File: src/rtl/lpd_pkg.sv
// ----------------------------------------------------------------------------
// lpd_pkg
// Shared types and constants of the length-prefixed deframer.
// ----------------------------------------------------------------------------
package lpd_pkg;

	localparam int LEN_W     = 32;
	localparam int BYTE_BITS = 8;
	localparam int CNT_W     = 3;

	// header sizes in bytes, big-endian length
	localparam logic [CNT_W-1:0] TEXT_HDR_BYTES = 3'd2;
	localparam logic [CNT_W-1:0] BIN_HDR_BYTES  = 3'd4;

	localparam logic [7:0] ASCII_MAX = 8'd127;
	localparam logic [7:0] SEPARATOR = 8'h3A;

	localparam logic [15:0] MAX_TEXT_LEN_RST = 16'hFFFF;

	// register indexes (byte address / 4)
	localparam logic [1:0] REG_AUTO_BIN  = 2'd0;
	localparam logic [1:0] REG_AUTO_TEXT = 2'd1;
	localparam logic [1:0] REG_MAX_TEXT  = 2'd2;

	typedef enum logic [1:0] {
		ACT_DATA   = 2'd0,
		ACT_TEXT   = 2'd1,
		ACT_BINARY = 2'd2
	} lpd_action_t;

	typedef enum logic [2:0] {
		KIND_HEADER = 3'd0,
		KIND_TAG    = 3'd1,
		KIND_SEP    = 3'd2,
		KIND_VALUE  = 3'd3,
		KIND_BINARY = 3'd4
	} lpd_kind_t;

	typedef enum logic [1:0] {
		ERR_NONE   = 2'd0,
		ERR_LENGTH = 2'd1,
		ERR_ASCII  = 2'd2
	} lpd_err_t;

	typedef struct packed {
		logic        auto_bin;
		logic        auto_text;
		logic [15:0] max_text_len;
	} lpd_cfg_t;

	typedef struct packed {
		logic [7:0] byte_out;
		lpd_kind_t  kind;
		logic       done;
		logic       was_bin;
		logic       colon;
		lpd_err_t   err;
		logic       mode_now;
	} lpd_result_t;

endpackage

File: src/rtl/lpd_core.sv
// ----------------------------------------------------------------------------
// lpd_core
// Frame state and per-byte decode; one item per accepted transfer.
// ----------------------------------------------------------------------------
module lpd_core (
	input  logic                clk,
	input  logic                arst_n,
	input  logic                accept,
	input  logic [1:0]          action,
	input  logic [7:0]          data_byte,
	input  lpd_pkg::lpd_cfg_t   cfg,
	output lpd_pkg::lpd_result_t res
);

	logic                        mode_q, mode_d;
	logic                        in_body_q, in_body_d;
	logic [lpd_pkg::CNT_W-1:0]   hdr_cnt_q, hdr_cnt_d;
	logic [lpd_pkg::LEN_W-1:0]   len_acc_q, len_acc_d;
	logic [lpd_pkg::LEN_W-1:0]   remain_q, remain_d;
	logic                        colon_q, colon_d;
	logic                        non_ascii_q, non_ascii_d;

	always_comb begin
		logic                      clr;
		logic                      fin;
		logic [lpd_pkg::CNT_W-1:0] hsize;
		clr         = 1'b0;
		fin         = 1'b0;
		hsize       = mode_q ? lpd_pkg::BIN_HDR_BYTES : lpd_pkg::TEXT_HDR_BYTES;
		mode_d      = mode_q;
		in_body_d   = in_body_q;
		hdr_cnt_d   = hdr_cnt_q;
		len_acc_d   = len_acc_q;
		remain_d    = remain_q;
		colon_d     = colon_q;
		non_ascii_d = non_ascii_q;
		res.byte_out = 8'd0;
		res.kind     = lpd_pkg::KIND_HEADER;
		res.done     = 1'b0;
		res.was_bin  = 1'b0;
		res.colon    = 1'b0;
		res.err      = lpd_pkg::ERR_NONE;

		case (action)
			lpd_pkg::ACT_TEXT, lpd_pkg::ACT_BINARY: begin
				mode_d = (action == lpd_pkg::ACT_BINARY);
				clr    = 1'b1;
			end
			lpd_pkg::ACT_DATA: begin
				res.byte_out = data_byte;
				if (!in_body_q) begin
					len_acc_d = (len_acc_q << lpd_pkg::BYTE_BITS)
						| {{(lpd_pkg::LEN_W-8){1'b0}}, data_byte};
					hdr_cnt_d = hdr_cnt_q + 3'd1;
					if (hdr_cnt_d >= hsize) begin
						if (!mode_q && len_acc_d > {16'd0, cfg.max_text_len}) begin
							res.err = lpd_pkg::ERR_LENGTH;
							clr     = 1'b1;
						end else if (len_acc_d == '0) begin
							res.done    = 1'b1;
							res.was_bin = mode_q;
							fin         = 1'b1;
						end else begin
							in_body_d   = 1'b1;
							remain_d    = len_acc_d;
							hdr_cnt_d   = '0;
							len_acc_d   = '0;
							colon_d     = 1'b0;
							non_ascii_d = 1'b0;
						end
					end
				end else if (mode_q) begin
					res.kind = lpd_pkg::KIND_BINARY;
					remain_d = remain_q - 32'd1;
					if (remain_d == '0) begin
						res.done    = 1'b1;
						res.was_bin = 1'b1;
						fin         = 1'b1;
					end
				end else begin
					// only the first colon of the body separates tag and value
					if (!colon_q && data_byte == lpd_pkg::SEPARATOR) begin
						res.kind = lpd_pkg::KIND_SEP;
						colon_d  = 1'b1;
					end else begin
						res.kind = colon_q ? lpd_pkg::KIND_VALUE : lpd_pkg::KIND_TAG;
					end
					if (data_byte > lpd_pkg::ASCII_MAX)
						non_ascii_d = 1'b1;
					remain_d = remain_q - 32'd1;
					if (remain_d == '0) begin
						res.done  = 1'b1;
						res.colon = colon_d;
						if (non_ascii_d) begin
							res.err = lpd_pkg::ERR_ASCII;
							clr     = 1'b1;
						end else begin
							fin = 1'b1;
						end
					end
				end
			end
			default: ;
		endcase

		// good frame: optional automatic mode change
		if (fin) begin
			if (mode_q)
				mode_d = cfg.auto_text ? 1'b0 : 1'b1;
			else
				mode_d = cfg.auto_bin;
		end
		if (clr || fin) begin
			in_body_d   = 1'b0;
			hdr_cnt_d   = '0;
			len_acc_d   = '0;
			remain_d    = '0;
			colon_d     = 1'b0;
			non_ascii_d = 1'b0;
		end
		res.mode_now = mode_d;
	end

	always_ff @(posedge clk or negedge arst_n) begin
		if (!arst_n) begin
			mode_q      <= 1'b0;
			in_body_q   <= 1'b0;
			hdr_cnt_q   <= '0;
			len_acc_q   <= '0;
			remain_q    <= '0;
			colon_q     <= 1'b0;
			non_ascii_q <= 1'b0;
		end else if (accept) begin
			mode_q      <= mode_d;
			in_body_q   <= in_body_d;
			hdr_cnt_q   <= hdr_cnt_d;
			len_acc_q   <= len_acc_d;
			remain_q    <= remain_d;
			colon_q     <= colon_d;
			non_ascii_q <= non_ascii_d;
		end
	end

endmodule

File: src/rtl/length_prefixed_deframer_top.sv
// ----------------------------------------------------------------------------
// length_prefixed_deframer_top
// Deframes big-endian length-prefixed text and binary frames byte by byte.
// ----------------------------------------------------------------------------
// Usage:
//   Input stream: tuser = action (data byte, force text, force binary),
//   tdata = received byte. Each input transfer yields exactly one output
//   transfer: tdata carries the byte and frame status, tuser the byte kind,
//   tlast marks the transfer that completed a frame.
//   Output is valid in the cycle after the input transfer. Throughput is one
//   byte per cycle unless the receiver stalls; the frame counters update in a
//   single pass and the output register is the only stage.
//   s_axis_tready is low only while a result is held and the receiver is
//   stalling; the held result stays unchanged until it is taken.
//   Reset clears the frame state, selects text mode, empties the output
//   register and sets the registers to: auto switches off, max text length
//   65535. Registers (APB, byte address): 0x0 auto_binary_after_text,
//   0x4 auto_text_after_binary, 0x8 max_text_length. Write them only while
//   the block is idle.
// ----------------------------------------------------------------------------
module length_prefixed_deframer_top (
	input  logic        clk,
	input  logic        arst_n,
	input  logic        s_axis_tvalid,
	output logic        s_axis_tready,
	input  logic [7:0]  s_axis_tdata,   // [7:0] data_byte
	input  logic [1:0]  s_axis_tuser,   // [1:0] action
	output logic        m_axis_tvalid,
	input  logic        m_axis_tready,
	// [7:0] byte_out, [8] frame_was_binary, [9] colon_found,
	// [11:10] error_code, [12] mode_now, [15:13] zero
	output logic [15:0] m_axis_tdata,
	output logic [2:0]  m_axis_tuser,   // [2:0] byte_kind
	output logic        m_axis_tlast,   // frame_done
	input  logic        psel,
	input  logic        penable,
	input  logic        pwrite,
	input  logic [3:0]  paddr,
	input  logic [31:0] pwdata,
	output logic [31:0] prdata,
	output logic        pready
);

	lpd_pkg::lpd_cfg_t    cfg_q;
	lpd_pkg::lpd_result_t res;
	lpd_pkg::lpd_result_t out_q;
	logic                 out_valid_q;
	logic                 accept;

	assign pready = 1'b1;

	always_ff @(posedge clk or negedge arst_n) begin
		if (!arst_n) begin
			cfg_q.auto_bin     <= 1'b0;
			cfg_q.auto_text    <= 1'b0;
			cfg_q.max_text_len <= lpd_pkg::MAX_TEXT_LEN_RST;
		end else if (psel && penable && pwrite && pready) begin
			case (paddr[3:2])
				lpd_pkg::REG_AUTO_BIN:  cfg_q.auto_bin     <= pwdata[0];
				lpd_pkg::REG_AUTO_TEXT: cfg_q.auto_text    <= pwdata[0];
				lpd_pkg::REG_MAX_TEXT:  cfg_q.max_text_len <= pwdata[15:0];
				default: ;
			endcase
		end
	end

	always_comb begin
		case (paddr[3:2])
			lpd_pkg::REG_AUTO_BIN:  prdata = {31'd0, cfg_q.auto_bin};
			lpd_pkg::REG_AUTO_TEXT: prdata = {31'd0, cfg_q.auto_text};
			lpd_pkg::REG_MAX_TEXT:  prdata = {16'd0, cfg_q.max_text_len};
			default:                prdata = 32'd0;
		endcase
	end

	assign s_axis_tready = !out_valid_q || m_axis_tready;
	assign accept        = s_axis_tvalid && s_axis_tready;

	lpd_core u_core (
		.clk       (clk),
		.arst_n    (arst_n),
		.accept    (accept),
		.action    (s_axis_tuser),
		.data_byte (s_axis_tdata),
		.cfg       (cfg_q),
		.res       (res)
	);

	always_ff @(posedge clk or negedge arst_n) begin
		if (!arst_n)
			out_valid_q <= 1'b0;
		else if (accept)
			out_valid_q <= 1'b1;
		else if (m_axis_tready)
			out_valid_q <= 1'b0;
	end

	always_ff @(posedge clk) begin
		if (accept)
			out_q <= res;
	end

	assign m_axis_tvalid = out_valid_q;
	assign m_axis_tdata  = {3'd0, out_q.mode_now, out_q.err, out_q.colon,
		out_q.was_bin, out_q.byte_out};
	assign m_axis_tuser  = out_q.kind;
	assign m_axis_tlast  = out_q.done;

endmodule

File: config.mk
export PLATFORM = sky130hd
export DESIGN_NAME = length_prefixed_deframer_top
export DESIGN_NICKNAME = d
export VERILOG_FILES = /design/src/rtl/lpd_pkg.sv /design/src/rtl/lpd_core.sv /design/src/rtl/length_prefixed_deframer_top.sv
export SDC_FILE = /design/constraint.sdc
export NUM_CORES = 1
export LEC_CHECK = 0
export BUFFER_PORTS_ARGS = -buffer_cell sky130_fd_sc_hd__buf_2
export CORE_MARGIN = 2
export CORE_UTILIZATION = 55
export CTS_CLUSTER_DIAMETER = 40
export CTS_CLUSTER_SIZE = 20
export DETAILED_ROUTE_END_ITERATION = 8
export PLACE_DENSITY = 0.78
export SYNTH_ARGS = -nofsm -noshare
export SYNTH_HDL_FRONTEND = slang
export SYNTH_SLANG_ARGS = --single-unit
File: constraint.sdc
create_clock -name clk -period 6.1 [get_ports clk]
set_input_delay 1.22 -clock clk [delete_from_list [all_inputs] [get_ports clk]]
set_output_delay 1.22 -clock clk [all_outputs]
set_load 0.01 [all_outputs]
* After elaboration in Yosys (flattened, before gate mapping) *
Index checks and enable logic that the tools add are counted.

word-level totals
  register bits = 99
  input bits = 53
  output and inout port bits = 55
  word-level logic and storage cells = 146

cells by class
  add/sub/neg operators = 2
  magnitude comparators = 3
  equal/unequal tests = 9
  muxes and demuxes = 79
  bitwise operators = 4
  reduce and logical (&&, ||, !) cells = 29

operator list
  kind                     count
  $mux W32                 6
  $mux W24                 6
  $logic_not A32 Y1        2
  $pmux W16 S3             1
  $mux W1                  45
  $gt A32 B16 Y1           1
  $or A32 B8 Y32           1
  $sub A32 B1 Y32 const B  1
  $mux W3                  8
  $mux W2                  11
  $reduce_and A2 Y1        5
  $eq A8 B6 Y1 const B     1
  $gt A8 B7 Y1 const B     1
  $reduce_or A4 Y1         2
  $ne A3 B2 Y1 const B     2
  $reduce_and A6 Y1        1
  $logic_and A1 B1 Y1      5
  $reduce_and A5 Y1        1
  $eq A2 B1 Y1 const B     2
  $eq A2 B2 Y1 const B     2
  $logic_not A2 Y1         2
  $mux W4                  1
  $reduce_bool A2 Y1       2
  $add A3 B1 Y3 const B    1
  11 further kinds         16

* Depth between registers and ports, before layout *
Gate-level depths: netlist of run 1.

  depth after elaboration = 13
  depth in mapped cells = 12
  gate-level depth less buffers = 11

* Cells and area by module *
From an unflattened synthesis of run 1, not the netlist that was laid out.

unflattened totals
  cell total of the unflattened synthesis = 651
  area total of the unflattened synthesis = 6249.7 µm²

modules (own cells, without submodules)
  module                        times used  cells an instance  area each (µm²)  sequential area each (µm²)
  lpd_core                      1           547                4689.5           1576.5
  length_prefixed_deframer_top  1           104                1560.2           1006.0

* Worst setup path before layout of run 1 *
No wires, ideal clock.

  kind = in2reg
  start = in s_axis_tdata[1]
  end = reg u_core.remain_q[21] (netlist bit)
  setup time = 0.082 ns
  arrival time = 3.628 ns
  data required time = 6.018 ns
  setup slack = 2.390 ns
  stages on the path = 10
  path buffers = 1
  cells stage by stage = ha_1 nor2b_1 o211ai_1 a2111oi_0 or4_1 a21boi_0 o31ai_1 clkbuf_1 a31oi_1 o22ai_1

on the way
  cells in the longest elaborated chain, start to end = 13
  elaborated cells on any way between the ends = 31
  classes of those cells = 2 x order compare; 2 x eq/ne; 20 x mux; 1 x bitwise; 6 x reduce/logical

ends and longest elaborated chain
  item                                                         RTL line                            text
  start: declaration                                           length_prefixed_deframer_top.sv:26  input logic [7:0] s_axis_tdata,
  $gt A8 B7 Y1                                                 lpd_core.sv:88                      if (data_byte > lpd_pkg::ASCII_MAX)
  $mux W1                                                      lpd_core.sv:88
  $mux W1                                                      lpd_core.sv:72                      end else if (mode_q) begin
  $mux W1                                                      lpd_core.sv:51                      if (!in_body_q) begin
  $mux W1                                                      lpd_core.sv:44                      case (action)
  $mux W1                                                      lpd_core.sv:94                      if (non_ascii_d) begin
  $mux W1                                                      lpd_core.sv:91                      if (remain_d == '0) begin
  $mux W1                                                      lpd_core.sv:72
  $mux W1                                                      lpd_core.sv:51
  $pmux W1 S2 or $mux W1 (tied branches)                       lpd_core.sv:44
  $logic_or A1 B1 Y1                                           lpd_core.sv:113                     if (clr || fin) begin
  $ne A3 B2 Y1 (no source line), or another cell as far along  n/a
  $reduce_and A5 Y1 (no source line)                           n/a
  end signal: assignment                                       lpd_core.sv:138                     remain_q <= remain_d;
  end: declaration                                             lpd_core.sv:19                      logic [lpd_pkg::LEN_W-1:0] remain_q, remain_d;

Several ways; a longest one is shown, not always the timed one. The select of a mux whose other input is x is not followed.
A chain may end at the register's enable or synchronous reset.

* Worst setup path after layout of run 1 *
  start = reg u_core.remain_q[10] (netlist bit)
  end = reg u_core.colon_q

on the way
  cells in the longest elaborated chain, start to end = 9
  elaborated cells on any way between the ends = 19
  classes of those cells = 1 x add/sub; 3 x eq/ne; 10 x mux; 5 x reduce/logical

ends and longest elaborated chain
  item                                                         RTL line                        text
  $sub A32 B1 Y32 (*)                                          lpd_core.sv:74, lpd_core.sv:90
  $logic_not A32 Y1 (*)                                        lpd_core.sv:75, lpd_core.sv:91
  $mux W1 (on tied branches)                                   lpd_core.sv:91, lpd_core.sv:75
  $mux W1                                                      lpd_core.sv:72
  $mux W1                                                      lpd_core.sv:51
  $pmux W1 S2 or $mux W1 (tied branches)                       lpd_core.sv:44
  $logic_or A1 B1 Y1 (*)                                       lpd_core.sv:113
  $ne A3 B3 Y1 (no source line), or another cell as far along  n/a
  $reduce_and A6 Y1 (no source line)                           n/a
  end signal: assignment                                       lpd_core.sv:139                 colon_q <= colon_d;
  end: declaration                                             lpd_core.sv:20                  logic colon_q, colon_d;

Mark *: on every way between the ends. The rest lies on a longest branch, timed or not.

==> out/metrics.yaml, run 1 <==
clocking:
  cts_buffers: 9
  cts_sinks: 99
  path_clk_slew_ps: 70
  cts.path.max_buffers: 2
  cts-root-buf: "clkbuf_16"
  cts_resized: 0
  postCtsSetupRepairBufs: 0
  insertion_delay_ps: 360
  cts_tree: "yes"
  cts_max_level: 3
  cts_hold_buf: 0
finish:
  drive_above_1_share_pct: 17.5
  syn_to_final_growth_pct: 10.2
  layout.nets: 833
  final_util_pct: 61.4
  n_antenna_cell: 0
global_route:
  gr-usage-all-layers_pct: 28.9
  grt_pass1_wl_um: 28500
  overflow: 0
  grt_pass1_vias: 5491
  grt_max_degree: 83
  antenna_found_initial: 0
logic_synthesis:
  ys_types: 68
  syn_avg_cell_area_sq_um: 8.95
  synthMuxAreaShare_pct: 2.46
  synth-simple-area-share_pct: 22.7
  yosys.area.top_type: "dfrtp_1"
  synth_compound_gate_area_share_pct: 20.1
  seq_area_frac_synth_pct: 40.9
  syn_inst: 705
  synth_ff_type: "dfrtp_1"
  synth-edff-count: 17
  synth_area_leaders: "dfrtp_1 (26%), edfxtp_1 (8.1%), dfstp_2 (6.7%)"
  synth_top_family_by_area: "simple AND/OR/NAND/NOR gates"
  synthArstFlopShare_pct: 82.8
  postSynthRegisterBits: 99
  synth_top_cell_area_share_pct: 26.2
  synth-adder-area-share_pct: 4.76
  netlist_area_sq_um: 6310
  synth_xor_area_share_pct: 1.53
  yosysWarnings: 0
drt:
  ant_nets: 0
  routed_via_density: 6.31
  drc: 0
  drt_iter0_markers: 551
  drt-total-wl_um: 17800
  drt_pass1_iterations: 5
  wl_per_cell_um: 19.7
  vias: 5707
worst_setup_path:
  reg2reg_depth: 8
  ff2ff_setup_slack_ps: 1650
  path_cells: "nor4_1 -> nand4_1 -> o21ai_0 -> a211oi_1 -> o22ai_1 -> o41a_1 -> and3_1 -> a22o_1"
  worst_ep_required_time_ps: 6400
  cp_data_arrival_time_ps: 4750
  path_class: "flip-flop to flip-flop"
  worst_setup_path_start_kind: "flip-flop"
  crit_slowest_cell: "o41a_1"
  worstSetupEndpointType: "flip-flop"
  r2r_end: "u_core.colon_q$_DFFE_PN0P_"
  reg2reg_from: "u_core.remain_q[10]$_DFFE_PN0P_"
  slowest_delay_ps: 910
  crit_fanout: 21
timing:
  layout_setup_ws_ps: 1650
  hold_slack_ps: 524
  rsz0062_at_grt: "no"
  tightest_slew_ps: 1070
  fin_crit_sh_pct: 73.0
  finClkSkew_ps: 11.3
  fin_setup_tns_ps: 0
  setup_violations: 0
  report.final.slew_viol_count: 0
  fmax_mhz: 225
  slew_headroom_pct: 29.0
  final.min_clock_period_ps: 4450
  final_hold_viol_count: 0
outcome:
  outcome: "finished clean"
die:
  io_pins: 108
  initial_core_util_pct: 55.7
  fp.dieW_um: 111
  die_h_um: 111
  core_area_sq_um: 11300
  fp-row-count: 39
  fp.dieArea_sq_um: 12300
place:
  place_congestion: 0.973
  dpl.hpwl_um: 12600
  portBuffers: 69
  pre_cts_slack_ps: 1680
worst_hold_path:
  min-delay-start: "cfg_q[7]$_DFFE_PN1P_"
  hp-class: "flip-flop to flip-flop"
  min_path_cells: 2
  min_to: "cfg_q[7]$_DFFE_PN1P_"
pwr:
  ir_worst_vdd_mv: 0.378
  power.leakage_nw: 3.04
  power_density_nw_per_um2: 445
job:
  drv_cap: 0
[layout make-up]
type                            count  area [sq um]
Inverter                           46           173
Clock buffer                       10           229
Multi-Input combinational cell    525          3340
Timing Repair Buffer               75           393
Fill cell                         978          4370
Tap cell                          143           179
Clock inverter                      6          61.3
Sequential cell                    99          2580
[synthesized netlist by cell type, types with 4 or more instances]
cell type,number
a22o_1,31
or4_1,8
or4_4,4
a21oi_1,41
or2_2,5
o21ai_0,40
and2_1,26
a21o_1,4
o22ai_1,21
mux2_2,4
dfstp_2,16
mux2i_1,11
dfrtp_1,66
inv_1,45
clkbuf_1,25
nand2b_1,9
buf_4,21
buf_2,4
or3_1,8
edfxtp_1,17
nor4_1,25
nor3_1,26
nand3_1,11
xnor2_1,8
and3_1,9
nor2b_1,6
a31oi_1,19
a211oi_1,4
nor2_1,43
nand4_1,14
nand2_1,56
ha_1,24
o211ai_1,4
[where the power goes]
group          total (W)  leakage (nW)  switching [W]  internal (W)
Clock           0.000566         0.138       0.000280      0.000286
Combinational    0.00151          1.68       0.000944      0.000564
Sequential       0.00102          1.23       0.000194      0.000829
[stage by stage]
step	cell area, sq um	total power [W]	std cells
global route	6950	0.00329	904
CTS	6950	0.00307	904
global placement	6660	0.00245	888
floorplan	6380	0.00209	723
detailed placement	6660	0.00250	888
finish	6950	0.00310	904
[per-layer routing]
metal | up-vias | wire length [um] | GRT usage, %
met2 | 243 | 8210 | 45.3
met5 | - | 0 | 0
met4 | 0 | 426 | 9.55
met1 | 2769 | 7630 | 39.4
li1 | 2662 | - | -
met3 | 33 | 1550 | 7.71
[logic make-up after synthesis]
family / after synthesis
fa+ha+maj: 24
mux: 15
xor+xnor: 11
flops: 99
simple gates: 265
other cells: 2
compound gates: 190
buf+inv: 99
[registers in the layout, indices dropped and copies added (netlist names)]
signal and flops:
u_core.remain_q 32, u_core.len_acc_q 24, cfg_q 18, m_axis_tdata 13, m_axis_tuser 3, u_core.hdr_cnt_q 3, m_axis_tlast 1, m_axis_tvalid 1
u_core.colon_q 1, u_core.in_body_q 1, u_core.mode_q 1, u_core.non_ascii_q 1
[placed cells by master (no fill, tap or decap), types with 6 or more instances in the layout]
cell type and count:
o22ai_1 21, buf_4 7, or3_1 8, o21ai_0 40, xnor2_1 8, nor2b_1 6
and3_1 9, a21oi_1 41, nor4_1 25, nand2_1 56, buf_2 68, nand4_1 14
mux2i_1 11, dfrtp_1 66, clkbuf_16 9, a31oi_1 19, nand2b_1 9, ha_1 24
nand3_1 11, inv_1 45, conb_1 20, nor3_1 26, or4_1 8, and2_1 26
edfxtp_1 17, dfstp_2 16, nor2_1 43, a22o_1 31
[critical path, delay by kind of cell, from the launching register on]
| family | cells | cell delay (ps) |
|---|---|---|
| AO/OA/AOI/OAI | 5 | 2300 |
| flip-flops | 1 | 490 |
| AND/OR/NAND/NOR | 3 | 1600 |
[how the worst max path moves through the flow]
stage                                          from                         endpoint  slack [ps]  cells past startpoint
global route         u_core.remain_q[0]$_DFFE_PN0P_       u_core.colon_q$_DFFE_PN0P_        1410                     10
floorplan                           s_axis_tdata[1]  u_core.remain_q[21]$_DFFE_PN0P_        2390                     10
detailed placement                  s_axis_tdata[1]  u_core.remain_q[29]$_DFFE_PN0P_        1680                     10
CTS                 u_core.remain_q[10]$_DFFE_PN0P_   u_core.non_ascii_q$_DFFE_PN0P_        1710                      8
finish              u_core.remain_q[10]$_DFFE_PN0P_       u_core.colon_q$_DFFE_PN0P_        1650                      8
global placement     u_core.remain_q[2]$_DFFE_PN0P_   u_core.non_ascii_q$_DFFE_PN0P_        1800                      8
No activity file was read; power rests on OpenSTA's default activity.
==> inputs of run 2 (changes only) <==
- CORE_UTILIZATION: 55 -> 52
- clock period: 6.1 -> 3.6 ns (I/O delays scaled with it)
==> run 2 against run 1 <==
Against the previous run:
- combinational power increased by 120%
- worst setup slack worse by 1600 ps
- count of clock-buffer cells in the layout did not move
- cell area up 9.1%
- largest power group unchanged
==> out/metrics.yaml, run 2 (synthesized netlist as in run 1, its figures left out) <==
clocking:
  cts_sinks: 99  # unchanged
  cts_buffers: 9  # unchanged
  cts_tree: "yes"
  cts.path.max_buffers: 2  # unchanged
  cts_hold_buf: 0  # unchanged
  cts-root-buf: "clkbuf_16"
  path_clk_slew_ps: 70  # about the same
  insertion_delay_ps: 360  # about the same
  cts_max_level: 3  # unchanged
worst_setup_path:
  worst_setup_path_start_kind: "flip-flop"
  path_class: "flip-flop to flip-flop"
  slowest_delay_ps: 560  # -350 ps
  worst_ep_required_time_ps: 3830  # -2570 ps
  crit_fanout: 8  # -62%
  reg2reg_from: "u_core.remain_q[13]$_DFFE_PN0P_"
  crit_start: "u_core.remain_q[13]$_DFFE_PN0P_"
  path_cells: "or4_4 -> or4_4 -> and3_4 -> or4_4 -> nand2b_4 -> or4_4 -> buf_4 -> a21oi_4 -> a311oi_1"
  path_common_cell: "or4_4"
  cp_data_arrival_time_ps: 3740  # -1010 ps
  crit_slowest_cell: "or4_4"
  worstSetupEndpointType: "flip-flop"
global_route:
  grt_pass1_vias: 5936  # +8.1%
  grt_pass1_wl_um: 31300  # +9.9%
  grt_max_degree: 45  # -46%
  antenna_found_initial: 0  # unchanged
  overflow: 0  # unchanged
  gr-usage-all-layers_pct: 31.1  # +2.2 points
place:
  portBuffers: 69  # unchanged
  dpl-instance-area_sq_um: 7170  # +7.7%
  dpl.hpwl_um: 14200  # +13%
  dp_cells: 951  # +7.1%
  place_congestion: 1.04  # +6.6%
finish:
  top_register: "u_core.remain_q"
  layout.nets: 896  # +7.6%
  seqCellArea_sq_um: 2580  # about the same
  final_common_cell: "buf_2"
  layout_common_cells: "buf_2 (68), dfrtp_1 (65), buf_4 (65), nand2_1 (56), inv_1 (44)"
  finish.instance_area_sq_um: 7580  # +9.1%
  n_antenna_cell: 0  # unchanged
  multi_input_area_sq_um: 3430  # +2.7%
  largest_register_ffs: 32  # unchanged
  nFillCells: 987  # +0.92%
  reg_top3: "u_core.remain_q (32), u_core.len_acc_q (24), cfg_q (18)"
  stdcell_count: 971  # +7.4%
  syn_to_final_growth_pct: 20.2
  drive_above_1_share_pct: 25.2  # +7.8 points
timing:
  report.final.slew_viol_count: 0  # unchanged
  setup_violations: 0  # unchanged
  rsz0062_at_grt: "no"
  tightest_slew_ps: 810  # -255 ps
  final_hold_viol_count: 0  # unchanged
  fin_crit_sh_pct: 97.4  # +24 points
  fin_setup_tns_ps: 0  # unchanged
  fmax_mhz: 285  # +27%
  slew_headroom_pct: 45.9  # +17 points
  final.min_clock_period_ps: 3500  # -949 ps
  finClkSkew_ps: 6.96  # -4.33 ps
  hold_slack_ps: 345  # -179 ps
die:
  io_pins: 108  # unchanged
  fp-row-count: 40  # +2.6%
  fp.dieW_um: 114  # +2.7%
  initial_core_util_pct: 53.0  # -2.8 points
  fp.dieArea_sq_um: 13000  # +5.6%
  die_h_um: 114  # +2.7%
  core_area_sq_um: 11900  # +5.2%
pwr:
  power_density_nw_per_um2: 784  # +76%
  power_frac_comb_pct: 55.6  # +6.9 points
  p_sw_w: 0.00264  # +87%
  p_sw_share_pct: 44.5  # -1.3 points
  p_int_w: 0.00330  # +97%
  clkPwrFrac_pct: 16.0  # -2.3 points
  seq_power_share_pct: 28.4  # -4.6 points
  power.leakage_nw: 3.39  # +11%
  ir_worst_vdd_mv: 0.352  # -6.9%
  p_total_w: 0.00594  # +92%
drt:
  drt-total-wl_um: 19600  # +9.9%
  routed_via_density: 6.36  # +0.78%
  drt_pass1_iterations: 7  # +2
  drc: 0  # unchanged
  wl_per_cell_um: 20.2  # +2.3%
  vias: 6178  # +8.3%
  ant_nets: 0  # unchanged
  drt_iter0_markers: 658  # +19%
worst_hold_path:
  hp-class: "primary input to async pin"
job:
  drv_cap: 0  # unchanged
outcome:
  outcome: "finished clean"
-- run 2: cell types whose count changed in the layout (fill, tap and decap cells not counted), moves of 2 or more --
cell and change:
buf_4 +58, buf_12 +5, nor4_1 -4, nor4_2 +3, or4_1 -2, or4_4 +2
-- run 2: cell type report --
type                            instances  area share (%)
Timing Repair Buffer                  138            12.2
Multi-Input combinational cell        525            45.2
Sequential cell                        99            34.1
Clock inverter                          6           0.808
Tap cell                              147            2.42
Clock buffer                           10            3.02
Inverter                               46            2.28
-- run 2: path summary, 6_finish.rpt --
check	to	slack [ps]	depth (start not counted)
max	u_core.remain_q[0]$_DFFE_PN0P_	100	9
min	u_core.remain_q[7]$_DFFE_PN0P_	340	1
max reg2reg	u_core.remain_q[0]$_DFFE_PN0P_	100	9
min reg2reg	cfg_q[12]$_DFFE_PN1P_	530	2
max in group asynchronous	cfg_q[14]$_DFFE_PN1P_	2490	2
min in group clk	cfg_q[12]$_DFFE_PN1P_	530	2
-- run 2: routing by layer --
metal  GRT usage [%]  wire length [um]  vias up
met5               0                 0        -
met4            8.62               325        0
met3            8.31              1950       43
met2            49.2              9240      314
met1            42.4              8070     3028
li1                -                 -     2793
-- run 2: stage by stage --
step,setup WS (ps),utilization [%]
final,95.0,63.7
after global routing,1.43,63.7
after global placement,23.9,60.2
after CTS,2.33,62.7
after floorplan,134,-
after detailed placement,-10.2,60.2
-- run 2: repair_timing --
action,in CTS,in global routing
resized for setup,1,16
cloned,0,0
pin swaps,1,3
hold endpoints to repair,0,0
endpoints found under the setup margin,14,54
buffers inserted,1,3
-- run 2: worst max-delay path, delay by kind of cell (launching register included) --
family          cells  cell delay, ps
simple gates        6            2470
flops               1             410
compound gates      2             330
buf+inv             1             160
-- run 2: power by group through the flow --
stage                     logic, W  clock network [W]  registers (W)
after detailed placement   0.00303                  0        0.00169
after global placement     0.00299                  0        0.00168
after global routing       0.00358            0.00101        0.00171
after CTS                  0.00306           0.000966        0.00168
final                      0.00330           0.000951        0.00169
after floorplan            0.00195                  0        0.00159
